### config.mk
export PLATFORM = sky130hd
export DESIGN_NAME = weighted_recurrence_checksum
export DESIGN_NICKNAME = d
export VERILOG_FILES = /design/src/rtl/wrc_pkg.sv /design/src/rtl/weighted_recurrence_checksum.sv /design/src/rtl/wrc_step.sv
export SDC_FILE = /design/constraint.sdc
export NUM_CORES = 1
export LEC_CHECK = 0
export ABC_AREA = 1
export BUFFER_PORTS_ARGS = -buffer_cell sky130_fd_sc_hd__buf_2
export CAP_MARGIN = 15
export CORE_ASPECT_RATIO = 0.75
export CORE_MARGIN = 2
export CORE_UTILIZATION = 65
export CTS_CLUSTER_DIAMETER = 100
export DETAILED_ROUTE_END_ITERATION = 8
export PLACE_DENSITY = 0.82
export SYNTH_ARGS = -nofsm -noshare
export SYNTH_HDL_FRONTEND = slang
export SYNTH_SLANG_ARGS = --single-unit
### constraint.sdc
create_clock -name clock -period 15.4 [get_ports clock]
set_input_delay 0.77 -clock clock [delete_from_list [all_inputs] [get_ports clock]]
set_output_delay 0.77 -clock clock [all_outputs]
set_load 0.005 [all_outputs]
### src/rtl/wrc_pkg.sv
package wrc_pkg;

   localparam int unsigned ByteW  = 8;
   localparam int unsigned TermW  = 16;
   localparam int unsigned SumW   = ByteW + 1;
   localparam int unsigned ProdW  = SumW + TermW;
   localparam int unsigned WideW  = ProdW + 1;

   localparam logic [TermW-1:0] Modulus    = 16'hFFFF;
   localparam logic [ByteW-1:0] FirstAdd   = 8'd7;
   localparam logic [TermW-1:0] OlderReset = 16'd1;
   // Multiple of the modulus that keeps the difference non-negative.
   localparam logic [WideW-1:0] Bias       = WideW'(32'd16776960);

   typedef struct packed {
      logic             in_message;
      logic [ByteW-1:0] position;
      logic [TermW-1:0] older_term;
      logic [TermW-1:0] newer_term;
   } wrc_state_type;

   localparam wrc_state_type StateReset = '{
      in_message: 1'b0,
      position:   '0,
      older_term: OlderReset,
      newer_term: '0
   };

   // 17*i mod 256
   function automatic logic [ByteW-1:0] alpha_weight(input logic [ByteW-1:0] i);
      alpha_weight = i + {i[ByteW-5:0], 4'b0000};
   endfunction

   // 31*i mod 256
   function automatic logic [ByteW-1:0] beta_weight(input logic [ByteW-1:0] i);
      beta_weight = {i[ByteW-6:0], 5'b00000} - i;
   endfunction

endpackage

### src/rtl/weighted_recurrence_checksum.sv
// Weighted recurrence checksum over a byte stream.
// Input channel (req_): one message byte per item, req_last marks the final byte.
// Result channel (rsp_): one 16-bit checksum item per message, sent for the
// byte that carries req_last; other bytes give no result.
// An accepted item lands in an input register; from there its recurrence
// update is applied to the message state or, for a last byte, the checksum is
// loaded into the result register and the state returns to idle. rsp_valid thus
// rises once the last byte has stepped out of the input register.
// Throughput: one byte per cycle, unless a last byte is held as below. The
// recurrence update (two small multiplies, a subtract and a fold modulo 65535)
// is combinational because the next byte needs the term this one produces.
// When the receiver stalls with a result waiting, bytes that are not last keep
// advancing at one per cycle; a last byte is held in the input register until
// the result is taken, and req_ready drops meanwhile.
// Reset (synchronous, active high) drops any held item and result and
// returns the message state to its idle value: the next byte starts a message.
module weighted_recurrence_checksum
   import wrc_pkg::*;
(
   input  logic             clock,
   input  logic             reset,
   input  logic             req_valid,
   output logic             req_ready,
   input  logic [ByteW-1:0] req_data_byte,
   input  logic             req_last,
   output logic             rsp_valid,
   input  logic             rsp_ready,
   output logic [TermW-1:0] rsp_checksum
);

   // Input register
   logic             in_valid_ff, in_valid_in;
   logic [ByteW-1:0] in_byte_ff;
   logic             in_last_ff;

   // Message state and result register
   wrc_state_type    state_ff, state_in;
   wrc_state_type    stepped;
   logic             rsp_valid_ff, rsp_valid_in;
   logic [TermW-1:0] rsp_sum_ff;

   logic             step_fire;
   logic             rsp_free;

   wrc_step u_step (
      .cur_state  (state_ff),
      .data_byte  (in_byte_ff),
      .next_state (stepped)
   );

   // A byte advances unless it is a last byte and the result slot stays full.
   assign rsp_free  = !rsp_valid_ff || rsp_ready;
   assign step_fire = in_valid_ff && (!in_last_ff || rsp_free);
   assign req_ready = !in_valid_ff || step_fire;

   always_comb begin
      in_valid_in  = in_valid_ff;
      state_in     = state_ff;
      rsp_valid_in = rsp_valid_ff;
      if (rsp_valid_ff && rsp_ready) begin
         rsp_valid_in = 1'b0;
      end
      if (step_fire) begin
         in_valid_in = 1'b0;
         if (in_last_ff) begin
            // Send the final term, then return to idle for the next message.
            rsp_valid_in = 1'b1;
            state_in     = StateReset;
         end else begin
            state_in = stepped;
         end
      end
      if (req_valid && req_ready) begin
         in_valid_in = 1'b1;
      end
   end

   always_ff @(posedge clock) begin
      if (reset) begin
         in_valid_ff  <= 1'b0;
         rsp_valid_ff <= 1'b0;
         state_ff     <= StateReset;
      end else begin
         in_valid_ff  <= in_valid_in;
         rsp_valid_ff <= rsp_valid_in;
         state_ff     <= state_in;
      end
   end

   // Payload registers: no reset needed.
   always_ff @(posedge clock) begin
      if (req_valid && req_ready) begin
         in_byte_ff <= req_data_byte;
         in_last_ff <= req_last;
      end
      if (step_fire && in_last_ff) begin
         rsp_sum_ff <= stepped.newer_term;
      end
   end

   assign rsp_valid    = rsp_valid_ff;
   assign rsp_checksum = rsp_sum_ff;

`ifndef SYNTHESIS
   a_sum_range: assert property (@(posedge clock) disable iff (reset)
      rsp_valid_ff |-> rsp_sum_ff != Modulus)
      else $error("checksum outside residue range");

   a_idle_state: assert property (@(posedge clock) disable iff (reset)
      !state_ff.in_message |-> (state_ff.position == '0 && state_ff.older_term == OlderReset))
      else $error("idle message state not cleared");

   a_last_clears: assert property (@(posedge clock) disable iff (reset)
      (step_fire && in_last_ff) |=> (!state_ff.in_message && rsp_valid_ff))
      else $error("last byte did not close the message");

   a_stall_cause: assert property (@(posedge clock) disable iff (reset)
      !req_ready |-> (in_valid_ff && in_last_ff && rsp_valid_ff && !rsp_ready))
      else $error("input stalled without a blocked result");
`endif

endmodule

### src/rtl/wrc_step.sv
module wrc_step
   import wrc_pkg::*;
(
   input  wrc_state_type    cur_state,
   input  logic [ByteW-1:0] data_byte,
   output wrc_state_type    next_state
);

   logic [SumW-1:0]  coeff;
   logic [ByteW-1:0] beta;
   logic [ProdW-1:0] prod_new;
   logic [ProdW-2:0] prod_old;
   logic             negative;
   logic [WideW-1:0] wide;
   logic [TermW:0]   fold;
   logic [TermW-1:0] term;

   always_comb begin
      coeff    = SumW'(data_byte) + SumW'(alpha_weight(cur_state.position));
      beta     = beta_weight(cur_state.position);
      prod_new = ProdW'(coeff) * ProdW'(cur_state.newer_term);
      prod_old = (ProdW-1)'(beta) * (ProdW-1)'(cur_state.older_term);
      // A negative 64-bit difference picks up one extra, since 2^64 is 1 mod 65535.
      negative = prod_new < ProdW'(prod_old);
      wide     = WideW'(prod_new) + Bias - WideW'(prod_old) + WideW'(negative);
      // 2^16 is 1 mod 65535: add high part into low part, then one subtract.
      fold     = (TermW+1)'(wide[TermW-1:0]) + (TermW+1)'(wide[WideW-1:TermW]);
      if (fold >= (TermW+1)'(Modulus)) begin
         term = TermW'(fold - (TermW+1)'(Modulus));
      end else begin
         term = fold[TermW-1:0];
      end

      if (!cur_state.in_message) begin
         next_state.in_message = 1'b1;
         next_state.position   = ByteW'(1);
         next_state.older_term = OlderReset;
         next_state.newer_term = TermW'(data_byte) + TermW'(FirstAdd);
      end else begin
         next_state.in_message = 1'b1;
         next_state.position   = cur_state.position + ByteW'(1);
         next_state.older_term = cur_state.newer_term;
         next_state.newer_term = term;
      end
   end

endmodule

==> flow_summary.yaml, run 1 <==
worst_setup_path:
  worstPathArrival_ns: 13.58
  critical-path-max-stage-delay_ns: 0.93
  r2r_slack_ns: 2.08
  r2r_start: "state_ff[32]"
  cpMostUsedCell: "nand2_1"
  cpMaxStageDelayCell: "dfxtp_1"
  reg2reg_to: "state_ff[14]"
  reg2regPathDepth: 64
  crit_type: "reg -> reg"
  crit_path_start_kind: "flop"
  end_kind: "flop"
  critPathMaxFanout: 23
  worst-endpoint-required_ns: 15.66
finish:
  fill_cells: 1936
  final_common_cell: "inv_1"
  final_core_util_pct: 69.1
  fin_nets: 2358
  num_antenna_cells: 0
  final_cell_mix: "inv_1 (460), nand2_1 (413), fa_1 (191)"
  final_cells: 2271
  drive_above_1_share_pct: 6.73
  area_growth_pct: 4.09
  seqCellArea_mm2: 0.00161
  multi_input_area_mm2: 0.0111
die:
  core_mm2: 0.0221
  fp.dieArea_mm2: 0.0238
  ios: 31
  die_y_um: 134
  fp.dieW_um: 178
  rows: 47
  initial_utilization_pct: 66.4
placement:
  portBuffers: 30
  place_inst: 2255
  place_hpwl_um: 32400
  pre_cts_ws_ns: 2.36
  gp_congestion: 1.03
synthesis:
  synth_compound_area_share_pct: 7.47
  synth_top_family_by_area: "adder cells"
  ys.flop_type: "dfxtp_1"
  ys_ff_latch: 68
  synthMuxAreaShare_pct: 0
  synth_area_per_cell_um2: 7.43
  synthAdderAreaFrac_pct: 41.5
  synth_xor_area_share_pct: 4.99
  synth_edf_count: 25
  synth_area_mm2: 0.0147
  synth_simple_gate_area_share_pct: 21.4
  ys_seq_area_share_pct: 11.0
  ys.warnings.count: 0
  synth.net_count: 2364
  synth_cell_types: 52
  synthCells: 1978
  async_reset_ff_share_pct: 0
cts:
  cts_sinks: 68
  htree_levels: 3
  clk_latency_ns: 0.34
  root_buffer: "clkbuf_16"
  cts_tree: "done"
  post_cts_buffers: 0
  cts_resized: 0
  hold_buffers: 0
  clk_path_buf_depth: 2
  cts_buffers: 9
  cts.clk_slew.worst_paths_ns: 0.06
outcome:
  status: "finished clean"
sta:
  fin_ws_ns: 2.08
  drv_slew: 0
  finClkSkew_ns: 0.00654
  hold_viol_final: 0
  period_needed_ns: 13.32
  tns_ns: 0
  setup_violations: 0
  relSlewSlack_pct: 37.8
  rsz0062_at_grt: "false"
  worst_pin_slew_ns: 0.932
  min_period_over_period_pct: 86.5
  fmax_mhz: 75.1
drt:
  drc_errors: 0
  dr.pass1.iters: 6
  drt_wl_total_um: 38300
  vias: 12614
  vias_per_cell: 5.55
  ant_nets: 0
  initialDrtViolationCount: 1123
  wl_per_cell_um: 16.9
global_routing:
  grt_usage_pct: 33.2
  antenna_found_initial: 0
  grt_pass1_vias: 12411
  grt_max_degree: 43
  grt_pass1_wl_um: 61400
  overflow: 0
min_path:
  min-delay-start: "in_valid_ff"
  holdPathStages: 2
  hold_class: "reg -> reg"
  hold_end: "in_valid_ff"
power_and_ir_drop:
  ir_drop_v: 0.000247
  leakagePower_uw: 0.00807
  pwr_density_cell_mw_per_mm2: 183
job:
  drv_cap: 0
-- synth_stat cells, types with 26 or more instances --
cell,count,share of area [%]
ha_1,182,16
nand2_1,413,11
o21ai_0,26,0.89
nor2_1,168,4.3
clkbuf_1,38,0.97
xor2_1,55,3.3
inv_1,460,12
a21oi_1,112,3.8
dfxtp_1,43,5.9
nand2_2,30,1.3
nand3_1,62,2.1
fa_1,191,26
-- metal layers --
metal  vias to the layer above  GRT usage, %  share of wire, %
li1                       5968             -                 -
met1                      5997          47.3                44
met2                       567          49.7                42
met3                        82          8.76                11
met4                         0          9.79               2.8
met5                         -             0                 0
-- worst max path at each step --
stage,startpoint,end,slack (ns),cells after the start
2_1_floorplan,state_ff[32],rsp_checksum[8],4.40,63
3_3_place_gp,state_ff[32],state_ff[12],2.57,65
3_5_place_dp,state_ff[32],state_ff[14],2.36,65
4_1_cts,state_ff[32],state_ff[15],2.32,67
5_1_grt,state_ff[32],state_ff[12],0.80,70
6_report,state_ff[32],state_ff[14],2.08,64
-- cells by family after synthesis --
group                      Yosys count
AOI/OAI and AO/OA                  191
xor gates and xnor gates            82
and+or+nand+nor                    740
buffers and inverters              524
adders and majority gates          373
DFF                                 68
-- report_power, final --
part / switching [µW] / internal, µW
logic: 1610 / 782
registers: 18.2 / 205
clock network: 79.5 / 113
-- per-stage QoR --
stage	total power, µW	hold slack (ns)	area [µm²]
2_1_floorplan	1970	0.487	14700
3_3_place_gp	2520	0.524	15000
3_5_place_dp	2510	0.529	15000
4_1_cts	2730	0.539	15300
5_1_grt	3040	0.566	15300
6_report	2800	0.535	15300
-- flip-flops by register name, indices dropped and copies added (netlist names) --
name,count
in_valid_ff,1
in_byte_ff,8
rsp_valid,1
state_ff,41
rsp_checksum,16
in_last_ff,1
-- final cells by class --
cell class | instances | share of cell area (%)
tap | 294 | 2.41
clock inverter | 6 | 0.262
sequential | 68 | 10.5
inverter | 474 | 11.6
multi-input combinational | 1386 | 72.5
timing repair buffer | 33 | 1.13
clock buffer | 10 | 1.56
-- worst max-delay path: cells and delay by family, from the launching register on --
| family | cells | cell delay, ns |
|---|---|---|
| DFF | 1 | 0.93 |
| and+or+nand+nor | 32 | 3.92 |
| adders and majority gates | 12 | 4.90 |
| buffers and inverters | 4 | 0.40 |
| xor gates and xnor gates | 3 | 0.77 |
| AOI/OAI and AO/OA | 13 | 2.31 |
No activity file was read; power rests on OpenSTA's default activity.
==> run 2: changes to the inputs <==
--- a/config.mk
+++ b/config.mk
@@ -6,14 +6,15 @@
 export NUM_CORES = 1
 export LEC_CHECK = 0
 export ABC_AREA = 1
-export BUFFER_PORTS_ARGS = -buffer_cell sky130_fd_sc_hd__buf_2
 export CAP_MARGIN = 15
 export CORE_ASPECT_RATIO = 0.75
 export CORE_MARGIN = 2
 export CORE_UTILIZATION = 65
 export CTS_CLUSTER_DIAMETER = 100
 export DETAILED_ROUTE_END_ITERATION = 8
-export PLACE_DENSITY = 0.82
+export DONT_BUFFER_PORTS = 1
+export GPL_TIMING_DRIVEN = 0
+export PLACE_DENSITY = 0.81
 export SYNTH_ARGS = -nofsm -noshare
 export SYNTH_HDL_FRONTEND = slang
 export SYNTH_SLANG_ARGS = --single-unit
==> run 2 against run 1 <==
Compared with the run above: setup slack got worse by 0.32 ns; cell count increased by 0.75%; clock power is 6% higher; design area grew 0.43%; clock skew up 0.0051 ns; non-clock buffer count grew 17; sequential cell count unchanged; global-route usage down 0.98 points; via count shrank 0.32%; power decreased by 1.5%.
==> flow_summary.yaml, run 2 (same netlist as run 1, synthesis figures left out) <==
outcome:
  status: "finished clean"
cts:
  post_cts_buffers: 0
  clk_latency_ns: 0.34
  cts_buffers: 9
  root_buffer: "clkbuf_16"
  cts_sinks: 68
  cts_resized: 0
  htree_levels: 3
  cts_tree: "done"
  cts.clk_slew.worst_paths_ns: 0.07
  clk_path_buf_depth: 2
  hold_buffers: 0
sta:
  min_period_over_period_pct: 88.6
  hold_slack_ns: 0.528
  fmax_mhz: 73.3
  tns_ns: 0
  setup_violations: 0
  rsz0062_at_grt: "false"
  drv_slew: 0
  hold_viol_final: 0
  relSlewSlack_pct: 43.7
  worst_pin_slew_ns: 0.841
  period_needed_ns: 13.64
  finClkSkew_ns: 0.0117
global_routing:
  grt_max_degree: 19
  grt_pass1_vias: 12082
  antenna_found_initial: 0
  grt_pass1_wl_um: 59800
  overflow: 0
  grt_usage_pct: 32.2
finish:
  fill_cells: 1868
  fin_nets: 2375
  final_core_util_pct: 69.4
  final_common_cell: "inv_1"
  seqCellArea_mm2: 0.00161
  largest_reg_flops: 41
  drive_above_1_share_pct: 5.37
  regMostFlops: "state_ff"
  final_cell_mix: "inv_1 (460), nand2_1 (413), fa_1 (191)"
  area_growth_pct: 4.54
  multi_input_area_mm2: 0.0111
  num_antenna_cells: 0
power_and_ir_drop:
  leakagePower_uw: 0.00803
  ir_drop_v: 0.000600
  pwr_density_cell_mw_per_mm2: 180
  total_power_uw: 2760
job:
  drv_cap: 0
worst_setup_path:
  crit_path_start_kind: "flop"
  critPathMaxFanout: 10
  crit_type: "reg -> reg"
  cp_num_buf_inv: 8
  cpMaxStageDelayCell: "clkbuf_1"
  end_kind: "flop"
  worst-endpoint-required_ns: 15.66
  cpMostUsedCell: "nand2_1"
  critical-path-max-stage-delay_ns: 0.57
  worstPathArrival_ns: 13.90
  critical_path.top_delay_family: "adder cells"
die:
  core_mm2: 0.0221
  die_y_um: 134
  fp.dieArea_mm2: 0.0238
  ios: 31
  fp.dieW_um: 178
  rows: 47
  initial_utilization_pct: 66.4
drt:
  drt_wl_total_um: 36400
  vias_per_cell: 5.50
  drc_errors: 0
  dr.pass1.iters: 5
  ant_nets: 0
  vias: 12574
  initialDrtViolationCount: 1013
  wl_per_cell_um: 15.9
min_path:
  hold_class: "in -> reg"
placement:
  gp_congestion: 1.00
  place_hpwl_um: 31200
  portBuffers: 0
==> run 2: worst paths after layout <==
| check | startpoint | endpoint | slack (ns) | depth (start not counted) |
|---|---|---|---|---|
| worst max-delay path | state_ff[32] | state_ff[2] | 1.76 | 65 |
| worst min-delay path | req_last | in_last_ff | 0.53 | 0 |
| worst max register to register | state_ff[32] | state_ff[2] | 1.76 | 65 |
| worst min register to register | state_ff[38] | state_ff[38] | 0.55 | 2 |
==> run 2: power breakdown <==
group          switching, µW  internal [µW]  leakage, µW
clock                   81.9            121     0.000146
sequential              15.4            205     0.000585
combinational           1550            792      0.00730
total                   1640           1120      0.00803
==> run 2: metal layers <==
metal,track usage [%],vias up,wire (µm),part of all wire [%]
met5,0,-,0,0
met4,9.02,0,865,2.4
met3,8.67,68,4070,11
met2,48.8,506,15700,43
met1,45.5,6003,15700,43
li1,-,5997,-,-
==> run 2: layout make-up <==
class / count / share of cell area (%)
clock inverter: 6 / 0.318
tap: 294 / 2.40
sequential: 68 / 10.5
clock buffer: 10 / 1.63
inverter: 474 / 11.6
multi-input combinational: 1386 / 72.1
buffer: 50 / 1.43
==> run 2: stage by stage <==
stage	cell area, µm²	worst slack (ns)	std cells
4_1_cts	15400	1.94	2288
5_1_grt	15400	0.766	2288
3_5_place_dp	15100	1.99	2272
3_3_place_gp	15100	2.33	2272
2_1_floorplan	14700	4.40	1978
6_report	15400	1.76	2288
